File: config.mk
export PLATFORM = sky130hd
export DESIGN_NAME = pfbs_map_flat
export DESIGN_NICKNAME = d
export VERILOG_FILES = /design/src/rtl/palette_frame_bilinear_scaler_unit_assert.svh /design/src/rtl/pfbs_pkg.sv /design/src/rtl/pfbs_if.sv /design/src/rtl/pfbs_map.sv /design/src/flat_wrapper.sv
export SDC_FILE = /design/constraint.sdc
export NUM_CORES = 2
export LEC_CHECK = 0
export BUFFER_PORTS_ARGS = -buffer_cell sky130_fd_sc_hd__buf_2
export CORE_MARGIN = 2
export CORE_UTILIZATION = 65
export CTS_CLUSTER_SIZE = 10
export DETAILED_ROUTE_END_ITERATION = 8
export GPL_ROUTABILITY_DRIVEN = 0
export PLACE_DENSITY = 0.8
export SLEW_MARGIN = 5
export SYNTH_ARGS = -nofsm -noshare
export SYNTH_HDL_FRONTEND = slang
export SYNTH_SLANG_ARGS = --single-unit
File: constraint.sdc
create_clock -name clk -period 21.7 [get_ports clk]
set_clock_uncertainty 0.2 [all_clocks]
set_input_delay 2.17 -clock clk [delete_from_list [all_inputs] [get_ports clk]]
set_output_delay 2.17 -clock clk [all_outputs]
set_load 0.02 [all_outputs]
File: src/rtl/palette_frame_bilinear_scaler_unit_assert.svh
// Assertion macros shared by the palette frame scaler RTL.
// Needs nothing but a clock and an active-low reset in the calling scope.
`ifndef PALETTE_FRAME_BILINEAR_SCALER_UNIT_ASSERT_SVH
`define PALETTE_FRAME_BILINEAR_SCALER_UNIT_ASSERT_SVH

// Same-cycle implication, disabled while reset is asserted.
`define PFBS_ASSERT_NOW(lbl, clk, rst_n, ante, cons) \
  lbl: assert property (@(posedge clk) disable iff (!rst_n) (ante) |-> (cons)) \
    else $error("pfbs assertion failed");

// Next-cycle implication, disabled while reset is asserted.
`define PFBS_ASSERT_NEXT(lbl, clk, rst_n, ante, cons) \
  lbl: assert property (@(posedge clk) disable iff (!rst_n) (ante) |=> (cons)) \
    else $error("pfbs assertion failed");

`endif

File: src/rtl/pfbs_pkg.sv
// Package for the palette frame scaler: sizes, codes, palette and the
// structs passed between the mapping, fetch and blend units. No dependencies.
`timescale 1ns / 1ps
`default_nettype none
package pfbs_pkg;

  localparam int WORDS_PER_ROW  = 53;
  localparam int ROW_COUNT      = 312;
  localparam int PIXELS_IN_WORD = 8;
  localparam int FRACTION_BITS  = 16;

  localparam int FRAME_DEPTH = WORDS_PER_ROW * ROW_COUNT;
  localparam int ROW_PIXELS  = WORDS_PER_ROW * PIXELS_IN_WORD;
  localparam int FX_ONE      = 1 << FRACTION_BITS;
  localparam int TOP_FRAC    = (999 * FX_ONE) / 1000;

  localparam int ADDR_W     = 15;
  localparam int WORD_W     = 32;
  localparam int DEST_W     = 14;
  localparam int SCALE_W    = 25;
  localparam int LINE_W     = 9;
  localparam int CFG_IDX_W  = 2;
  localparam int CFG_DATA_W = 25;
  localparam int CHAN_W     = 8;
  localparam int NIB_W      = 4;
  localparam int COL_W      = $clog2(ROW_PIXELS);
  localparam int ROW_W      = $clog2(ROW_COUNT);
  localparam int IDX_W      = (COL_W > ROW_W) ? COL_W : ROW_W;
  localparam int SUB_W      = $clog2(PIXELS_IN_WORD);
  localparam int FRAC_W     = FRACTION_BITS;
  localparam int PROD_W     = DEST_W + 1 + SCALE_W;

  localparam logic [CHAN_W-1:0] ALPHA_OPAQUE = 8'd255;

  typedef enum logic [CFG_IDX_W-1:0] {
    CFG_START_LINE = 2'd0,
    CFG_SCALE_X    = 2'd1,
    CFG_SCALE_Y    = 2'd2
  } cfg_reg_t;

  typedef enum logic {
    ACT_WRITE  = 1'b0,
    ACT_SAMPLE = 1'b1
  } action_t;

  typedef logic [2:0][CHAN_W-1:0] rgb_t;

  // One beat from the mapping unit to the fetch unit.
  typedef struct packed {
    logic                         sample;
    logic [ADDR_W-1:0]            waddr;
    logic [WORD_W-1:0]            wdata;
    logic [3:0][ADDR_W-1:0]       addr;
    logic [3:0][SUB_W-1:0]        sub;
    logic [FRAC_W-1:0]            fx;
    logic [FRAC_W-1:0]            fy;
  } fetch_req_t;

  // Four neighbor indices and the weights, from fetch to blend.
  typedef struct packed {
    logic [3:0][NIB_W-1:0] idx;
    logic [FRAC_W-1:0]     fx;
    logic [FRAC_W-1:0]     fy;
  } quad_t;

  // Element 2 is red, 1 is green, 0 is blue.
  function automatic rgb_t palette(input logic [NIB_W-1:0] i);
    rgb_t c;
    case (i)
      4'd0:    c = {8'd0,   8'd0,   8'd0};
      4'd1:    c = {8'd255, 8'd255, 8'd255};
      4'd2:    c = {8'd190, 8'd26,  8'd36};
      4'd3:    c = {8'd48,  8'd230, 8'd198};
      4'd4:    c = {8'd180, 8'd26,  8'd226};
      4'd5:    c = {8'd31,  8'd210, 8'd30};
      4'd6:    c = {8'd33,  8'd27,  8'd174};
      4'd7:    c = {8'd223, 8'd246, 8'd10};
      4'd8:    c = {8'd184, 8'd65,  8'd4};
      4'd9:    c = {8'd106, 8'd51,  8'd4};
      4'd10:   c = {8'd254, 8'd74,  8'd87};
      4'd11:   c = {8'd66,  8'd69,  8'd64};
      4'd12:   c = {8'd112, 8'd116, 8'd111};
      4'd13:   c = {8'd89,  8'd254, 8'd89};
      4'd14:   c = {8'd85,  8'd83,  8'd254};
      default: c = {8'd164, 8'd167, 8'd162};
    endcase
    return c;
  endfunction

endpackage
`default_nettype wire

File: src/rtl/pfbs_if.sv
// Valid/ready channel interfaces for the sample/write input and the pixel output.
// Depends on pfbs_pkg for field widths.
`timescale 1ns / 1ps
`default_nettype none
interface pfbs_in_if;
  logic                             valid;
  logic                             ready;
  logic                             action;
  logic [pfbs_pkg::ADDR_W-1:0]      word_address;
  logic [pfbs_pkg::WORD_W-1:0]      word_data;
  logic [pfbs_pkg::DEST_W-1:0]      dest_x;
  logic [pfbs_pkg::DEST_W-1:0]      dest_y;

  modport source (output valid, action, word_address, word_data, dest_x, dest_y,
                  input ready);
  modport sink (input valid, action, word_address, word_data, dest_x, dest_y,
                output ready);
endinterface

`default_nettype wire

File: src/rtl/pfbs_map.sv
// Configuration registers and the three-stage coordinate mapping pipeline.
// Depends on pfbs_pkg and pfbs_in_if; feeds fetch requests to pfbs_fetch.
`timescale 1ns / 1ps
`default_nettype none
module pfbs_map (
  input  logic                              clk,
  input  logic                              rst_n,
  input  logic                              cfg_we,
  input  logic [pfbs_pkg::CFG_IDX_W-1:0]    cfg_index,
  input  logic [pfbs_pkg::CFG_DATA_W-1:0]   cfg_data,
  pfbs_in_if.sink                           in_bus,
  output pfbs_pkg::fetch_req_t              req,
  output logic                              req_valid,
  input  logic                              req_ready
);
  import pfbs_pkg::*;

  localparam logic [PROD_W-1:0] P_ONE   = PROD_W'(FX_ONE);
  localparam logic [PROD_W-1:0] X_LIMIT = PROD_W'(ROW_PIXELS - 1) << FRACTION_BITS;
  localparam logic [PROD_W-1:0] Y_LIMIT = PROD_W'(ROW_COUNT - 1) << FRACTION_BITS;

  logic [LINE_W-1:0]  start_line_r;
  logic [SCALE_W-1:0] scale_x_r;
  logic [SCALE_W-1:0] scale_y_r;

  // Stage 1: scaled coordinates.
  logic               s1_v_r;
  logic               s1_sample_r;
  logic [ADDR_W-1:0]  s1_waddr_r;
  logic [WORD_W-1:0]  s1_wdata_r;
  logic [PROD_W-1:0]  s1_px_r;
  logic [PROD_W-1:0]  s1_py_r;
  // Stage 2: integer position and fraction.
  logic               s2_v_r;
  logic               s2_sample_r;
  logic [ADDR_W-1:0]  s2_waddr_r;
  logic [WORD_W-1:0]  s2_wdata_r;
  logic [IDX_W-1:0]   s2_x0_r;
  logic [IDX_W-1:0]   s2_y0_r;
  logic [FRAC_W-1:0]  s2_fx_r;
  logic [FRAC_W-1:0]  s2_fy_r;
  // Stage 3: word addresses.
  logic               s3_v_r;
  fetch_req_t         s3_r;

  logic s1_rdy, s2_rdy, s3_rdy;
  logic [IDX_W+FRAC_W-1:0] mx, my;
  logic [LINE_W-1:0]  start_mod;
  logic [ROW_W:0]     r0_sum, r1_sum;
  logic [ROW_W-1:0]   row0, row1;
  logic [IDX_W-1:0]   x1;
  fetch_req_t         s3_nxt;

  // Source point per axis; past the last pixel the second-last pixel is used
  // with a weight just below one.
  function automatic logic [IDX_W+FRAC_W-1:0] map_axis(
    input logic [PROD_W-1:0] p,
    input logic [PROD_W-1:0] lim,
    input logic [IDX_W-1:0]  i_top
  );
    logic [PROD_W-1:0] pt;
    pt = (p <= P_ONE) ? '0 : ((p - P_ONE) >> 1);
    if (pt >= lim) begin
      return {i_top, FRAC_W'(TOP_FRAC)};
    end
    return pt[IDX_W+FRAC_W-1:0];
  endfunction

  assign s3_rdy = !s3_v_r || req_ready;
  assign s2_rdy = !s2_v_r || s3_rdy;
  assign s1_rdy = !s1_v_r || s2_rdy;
  assign in_bus.ready = s1_rdy;
  assign req_valid = s3_v_r;
  assign req = s3_r;

  always_ff @(posedge clk) begin
    if (!rst_n) begin
      start_line_r <= '0;
      scale_x_r    <= SCALE_W'(FX_ONE);
      scale_y_r    <= SCALE_W'(FX_ONE);
    end else if (cfg_we) begin
      unique case (cfg_reg_t'(cfg_index))
        CFG_START_LINE: start_line_r <= cfg_data[LINE_W-1:0];
        CFG_SCALE_X:    scale_x_r    <= cfg_data[SCALE_W-1:0];
        CFG_SCALE_Y:    scale_y_r    <= cfg_data[SCALE_W-1:0];
        default: ;
      endcase
    end
  end

  always_comb begin
    mx = map_axis(s1_px_r, X_LIMIT, IDX_W'(ROW_PIXELS - 2));
    my = map_axis(s1_py_r, Y_LIMIT, IDX_W'(ROW_COUNT - 2));
  end

  // Row rotation: each sum stays below twice the row count.
  always_comb begin
    start_mod = (start_line_r >= LINE_W'(ROW_COUNT)) ?
                start_line_r - LINE_W'(ROW_COUNT) : start_line_r;
    r0_sum = (ROW_W+1)'(s2_y0_r) + (ROW_W+1)'(start_mod);
    row0   = (r0_sum >= (ROW_W+1)'(ROW_COUNT)) ?
             ROW_W'(r0_sum - (ROW_W+1)'(ROW_COUNT)) : ROW_W'(r0_sum);
    r1_sum = (ROW_W+1)'(row0) + (ROW_W+1)'(1);
    row1   = (r1_sum >= (ROW_W+1)'(ROW_COUNT)) ?
             ROW_W'(r1_sum - (ROW_W+1)'(ROW_COUNT)) : ROW_W'(r1_sum);
    x1     = s2_x0_r + IDX_W'(1);

    s3_nxt.sample = s2_sample_r;
    s3_nxt.waddr  = s2_waddr_r;
    s3_nxt.wdata  = s2_wdata_r;
    s3_nxt.fx     = s2_fx_r;
    s3_nxt.fy     = s2_fy_r;
    s3_nxt.addr[0] = ADDR_W'(row0) * ADDR_W'(WORDS_PER_ROW) + ADDR_W'(s2_x0_r >> SUB_W);
    s3_nxt.addr[1] = ADDR_W'(row0) * ADDR_W'(WORDS_PER_ROW) + ADDR_W'(x1 >> SUB_W);
    s3_nxt.addr[2] = ADDR_W'(row1) * ADDR_W'(WORDS_PER_ROW) + ADDR_W'(s2_x0_r >> SUB_W);
    s3_nxt.addr[3] = ADDR_W'(row1) * ADDR_W'(WORDS_PER_ROW) + ADDR_W'(x1 >> SUB_W);
    s3_nxt.sub[0] = s2_x0_r[SUB_W-1:0];
    s3_nxt.sub[1] = x1[SUB_W-1:0];
    s3_nxt.sub[2] = s2_x0_r[SUB_W-1:0];
    s3_nxt.sub[3] = x1[SUB_W-1:0];
  end

  always_ff @(posedge clk) begin
    if (!rst_n) begin
      s1_v_r <= 1'b0;
      s2_v_r <= 1'b0;
      s3_v_r <= 1'b0;
    end else begin
      if (s1_rdy) s1_v_r <= in_bus.valid;
      if (s2_rdy) s2_v_r <= s1_v_r;
      if (s3_rdy) s3_v_r <= s2_v_r;
    end
    if (s1_rdy) begin
      s1_sample_r <= (action_t'(in_bus.action) == ACT_SAMPLE);
      s1_waddr_r  <= in_bus.word_address;
      s1_wdata_r  <= in_bus.word_data;
      s1_px_r     <= PROD_W'({in_bus.dest_x, 1'b1}) * PROD_W'(scale_x_r);
      s1_py_r     <= PROD_W'({in_bus.dest_y, 1'b1}) * PROD_W'(scale_y_r);
    end
    if (s2_rdy) begin
      s2_sample_r <= s1_sample_r;
      s2_waddr_r  <= s1_waddr_r;
      s2_wdata_r  <= s1_wdata_r;
      s2_x0_r     <= mx[IDX_W+FRAC_W-1:FRAC_W];
      s2_fx_r     <= mx[FRAC_W-1:0];
      s2_y0_r     <= my[IDX_W+FRAC_W-1:FRAC_W];
      s2_fy_r     <= my[FRAC_W-1:0];
    end
    if (s3_rdy) s3_r <= s3_nxt;
  end

endmodule
`default_nettype wire

File: src/flat_wrapper.sv
// flat-port wrapper written by rule: the top's interface ports become plain ports
module pfbs_map_flat import pfbs_pkg::*;
  (clk, rst_n, cfg_we, cfg_index, cfg_data, req, req_valid, req_ready, in_bus_valid, in_bus_action, in_bus_word_address, in_bus_word_data, in_bus_dest_x, in_bus_dest_y, in_bus_ready);
  pfbs_in_if in_bus_i ();
  input  logic clk;
  input  logic rst_n;
  input  logic cfg_we;
  input  logic [pfbs_pkg::CFG_IDX_W-1:0] cfg_index;
  input  logic [pfbs_pkg::CFG_DATA_W-1:0] cfg_data;
  output pfbs_pkg::fetch_req_t req;
  output logic req_valid;
  input  logic req_ready;
  input wire logic [$bits(in_bus_i.valid)-1:0] in_bus_valid;
  input wire logic [$bits(in_bus_i.action)-1:0] in_bus_action;
  input wire logic [$bits(in_bus_i.word_address)-1:0] in_bus_word_address;
  input wire logic [$bits(in_bus_i.word_data)-1:0] in_bus_word_data;
  input wire logic [$bits(in_bus_i.dest_x)-1:0] in_bus_dest_x;
  input wire logic [$bits(in_bus_i.dest_y)-1:0] in_bus_dest_y;
  output wire logic [$bits(in_bus_i.ready)-1:0] in_bus_ready;
  assign in_bus_i.valid = in_bus_valid;
  assign in_bus_i.action = in_bus_action;
  assign in_bus_i.word_address = in_bus_word_address;
  assign in_bus_i.word_data = in_bus_word_data;
  assign in_bus_i.dest_x = in_bus_dest_x;
  assign in_bus_i.dest_y = in_bus_dest_y;
  assign in_bus_ready = in_bus_i.ready;
  pfbs_map u_core (.clk(clk), .rst_n(rst_n), .cfg_we(cfg_we), .cfg_index(cfg_index), .cfg_data(cfg_data), .in_bus(in_bus_i), .req(req), .req_valid(req_valid), .req_ready(req_ready));
endmodule
==> metrics.csv <==
metric;value;unit
unrepaired setup endpoints after global routing;false;
Final Cycle Share;0.481;
nets@finish;5340;
drt initial violations;2110;
starting density of the core;0.659;
total negative slack;0;ns
Leak;20.7;nW
cells after synthesis;4118;
Post-synth EDFFs;372;
max-cap check violation count;0;
Post-CTS Setup Inserts;0;
drt wl/cell;18.4;um
Clock H-tree levels;2;
final worst slack;11.25;ns
post-route cell area;0.0460;mm^2
WP buf/inv;0;
HP Class;flop to flop;
CTS root buf;clkbuf_16;
R2R Path End;u_core.req[102];
Hold Buf Count CTS;0;
post-synth cell types;77;
mean post-synth cell area;10.3;um^2
sequential area share after synthesis;0.292;
antenna-violating nets left;0;
CTS tree;built;
Critical Path End;u_core.req[102];
CP most frequent cell;ha_1;
drt first pass iters;6;
Yosys reg bits;434;
Crit-path slowest cell;o41ai_1;
die area;0.0676;mm^2
Sequential Area;0.0124;mm^2
synth warn;0;
total wire length;95400;um
top cells by area, synth;fa_1 29%, edfxtp_1 26%, ha_1 9.4%;
synth cell count leaders;779 x inv_1, 621 x nand2_1, 620 x fa_1, 372 x edfxtp_1, 319 x ha_1;
cts repair resizes;0;
total grt overflow;0;
cell taking the most area after synthesis;fa_1;
final setup vio count;0;
Worst-path clk slew;0.06;ns
WP data required;21.80;ns
CP startpoint kind;flop;
Clock Sinks;434;
Final Hold Fails;0;
first-pass GRT wire length;157000;um
Critical Path AT;10.55;ns
slew margin rel.;0.293;
CTS Buf Count;52;
outcome;completed;
worst reg-to-reg setup slack;11.25;ns
Min Hold Slack;0.209;ns
area taken by multi-input logic gates;0.0266;mm^2
syn_nets;5165;
Residual DRC;0;
fmax;95.7;MHz
CORE AREA;0.0646;mm^2
DR vias;29005;
die height;260;um
CP max FO;9;
Setup Crit Path Kind;flop to flop;
critical path depth;34;
Post-DP HPWL;72300;um
Clock Latency Late Sink;0.63;ns
DP Worst Slack;11.38;ns
Slowest Stage Delay on Critical Path;0.79;ns
initial antenna violation count;2;
Mapped Area;0.0426;mm^2
Worst-Margin Slew;1.06;ns
GRT Total Usage;0.294;
vias in the first global route;30214;
top-count cell post-synth;inv_1;
largest net degree at the start of global routing;83;
area share of the largest cell type after synthesis;0.292;
placed inst area;0.0445;mm^2
standard-cell rows;93;
R2R depth;34;
crit path capture type;flop;
worst r2r src;u_core.start_line_r[3];
cell family with most CP delay;compound AO/OA/AOI/OAI gates;
Tmin final;10.45;ns
Die X;260;um
most common flop cell mapped by yosys;edfxtp_1;
PortBufs;261;
Synth async-reset ratio;0;
share of cells above drive strength 1;0.0858;
fin. max-slew vios;0;
CP Launch Point;u_core.start_line_r[3];
Max clock buf depth;3;
Area Overhead vs Synth;8.09;%
vias per cell;5.61;
Ports;262;
PwrDens;135;mW/mm^2
Filler cells;4588;
Peak VDD IR;0.000428;V
-- metal layers --
layer	routed length, um	track usage
met5	0	0
met2	45800	0.485
met3	7860	0.0578
met4	2800	0.0873
met1	38900	0.399
-- how the worst min path moves through the flow --
stage | start | cells past startpoint | end | slack, ns
detailed placement | u_core.s2_wdata_r[14] | 0 | u_core.req[118] | 0.20
global route | u_core.s2_fx_r[15] | 0 | u_core.req[31] | 0.21
CTS | u_core.s2_wdata_r[17] | 0 | u_core.req[121] | 0.21
global placement | u_core.s1_wdata_r[4] | 0 | u_core.s2_wdata_r[4] | 0.20
floorplan | u_core.s2_fy_r[0] | 0 | u_core.req[0] | 0.20
finish | u_core.s2_wdata_r[17] | 0 | u_core.req[121] | 0.21
-- cell type report --
type                            instances  share of cell area
Sequential cell                       434               0.270
Inverter                              780              0.0637
Tap cell                              855              0.0232
Antenna cell                            2            0.000109
Clock buffer                           66              0.0308
Clock inverter                          8             0.00264
Multi-Input combinational cell       2750               0.579
Timing Repair Buffer                  275              0.0307
-- cells in the final DEF, fill, tap and decap left out, types with 35 or more instances in the layout --
| cell | n |
|---|---|
| inv_1 | 778 |
| nand2_1 | 620 |
| fa_1 | 620 |
| edfxtp_1 | 372 |
| ha_1 | 319 |
| buf_2 | 261 |
| and2_1 | 240 |
| nor2_1 | 137 |
| xnor2_1 | 129 |
| a21oi_1 | 106 |
| xor2_1 | 63 |
| dfxtp_1 | 62 |
| a21boi_0 | 57 |
| a21o_1 | 55 |
| clkbuf_16 | 55 |
| o21ai_0 | 53 |
| nor3_1 | 37 |
| nand3_1 | 35 |
-- state kept, by name (all words and copies together) (netlist names) --
signal and count:
u_core.req 146, u_core.req_valid 1, u_core.s1_px_r 40, u_core.s1_py_r 40, u_core.s1_sample_r 1, u_core.s1_v_r 1, u_core.s1_waddr_r 15, u_core.s1_wdata_r 32
u_core.s2_fx_r 16, u_core.s2_fy_r 16, u_core.s2_sample_r 1, u_core.s2_v_r 1, u_core.s2_waddr_r 15, u_core.s2_wdata_r 32, u_core.s2_x0_r 9, u_core.s2_y0_r 9
u_core.scale_x_r 25, u_core.scale_y_r 25, u_core.start_line_r 9
-- where the power goes --
group          total (mW)  internal, mW  switching (mW)
combinational        3.98          1.63            2.35
clock               0.793         0.457           0.336
sequential           1.44          1.35          0.0937
total                6.21          3.43            2.78
-- through the flow --
stage	std cells	total power, mW	util
after floorplan	4118	4.46	-
after CTS	5168	6.22	0.712
final	5170	6.21	0.713
after global routing	5170	6.72	0.713
after detailed placement	5094	5.32	0.689
after global placement	5094	5.14	0.689
-- kinds of logic after synthesis --
family	after synthesis	synth area share
and+or+nand+nor	1199	0.131
adders and majority gates	939	0.385
buffers and inverters	934	0.0831
DFF	434	0.292
AOI/OAI and AO/OA	400	0.0633
xor gates and xnor gates	199	0.0427
muxes	13	0.00312
Note: power is estimated with default switching activity, not from simulation.
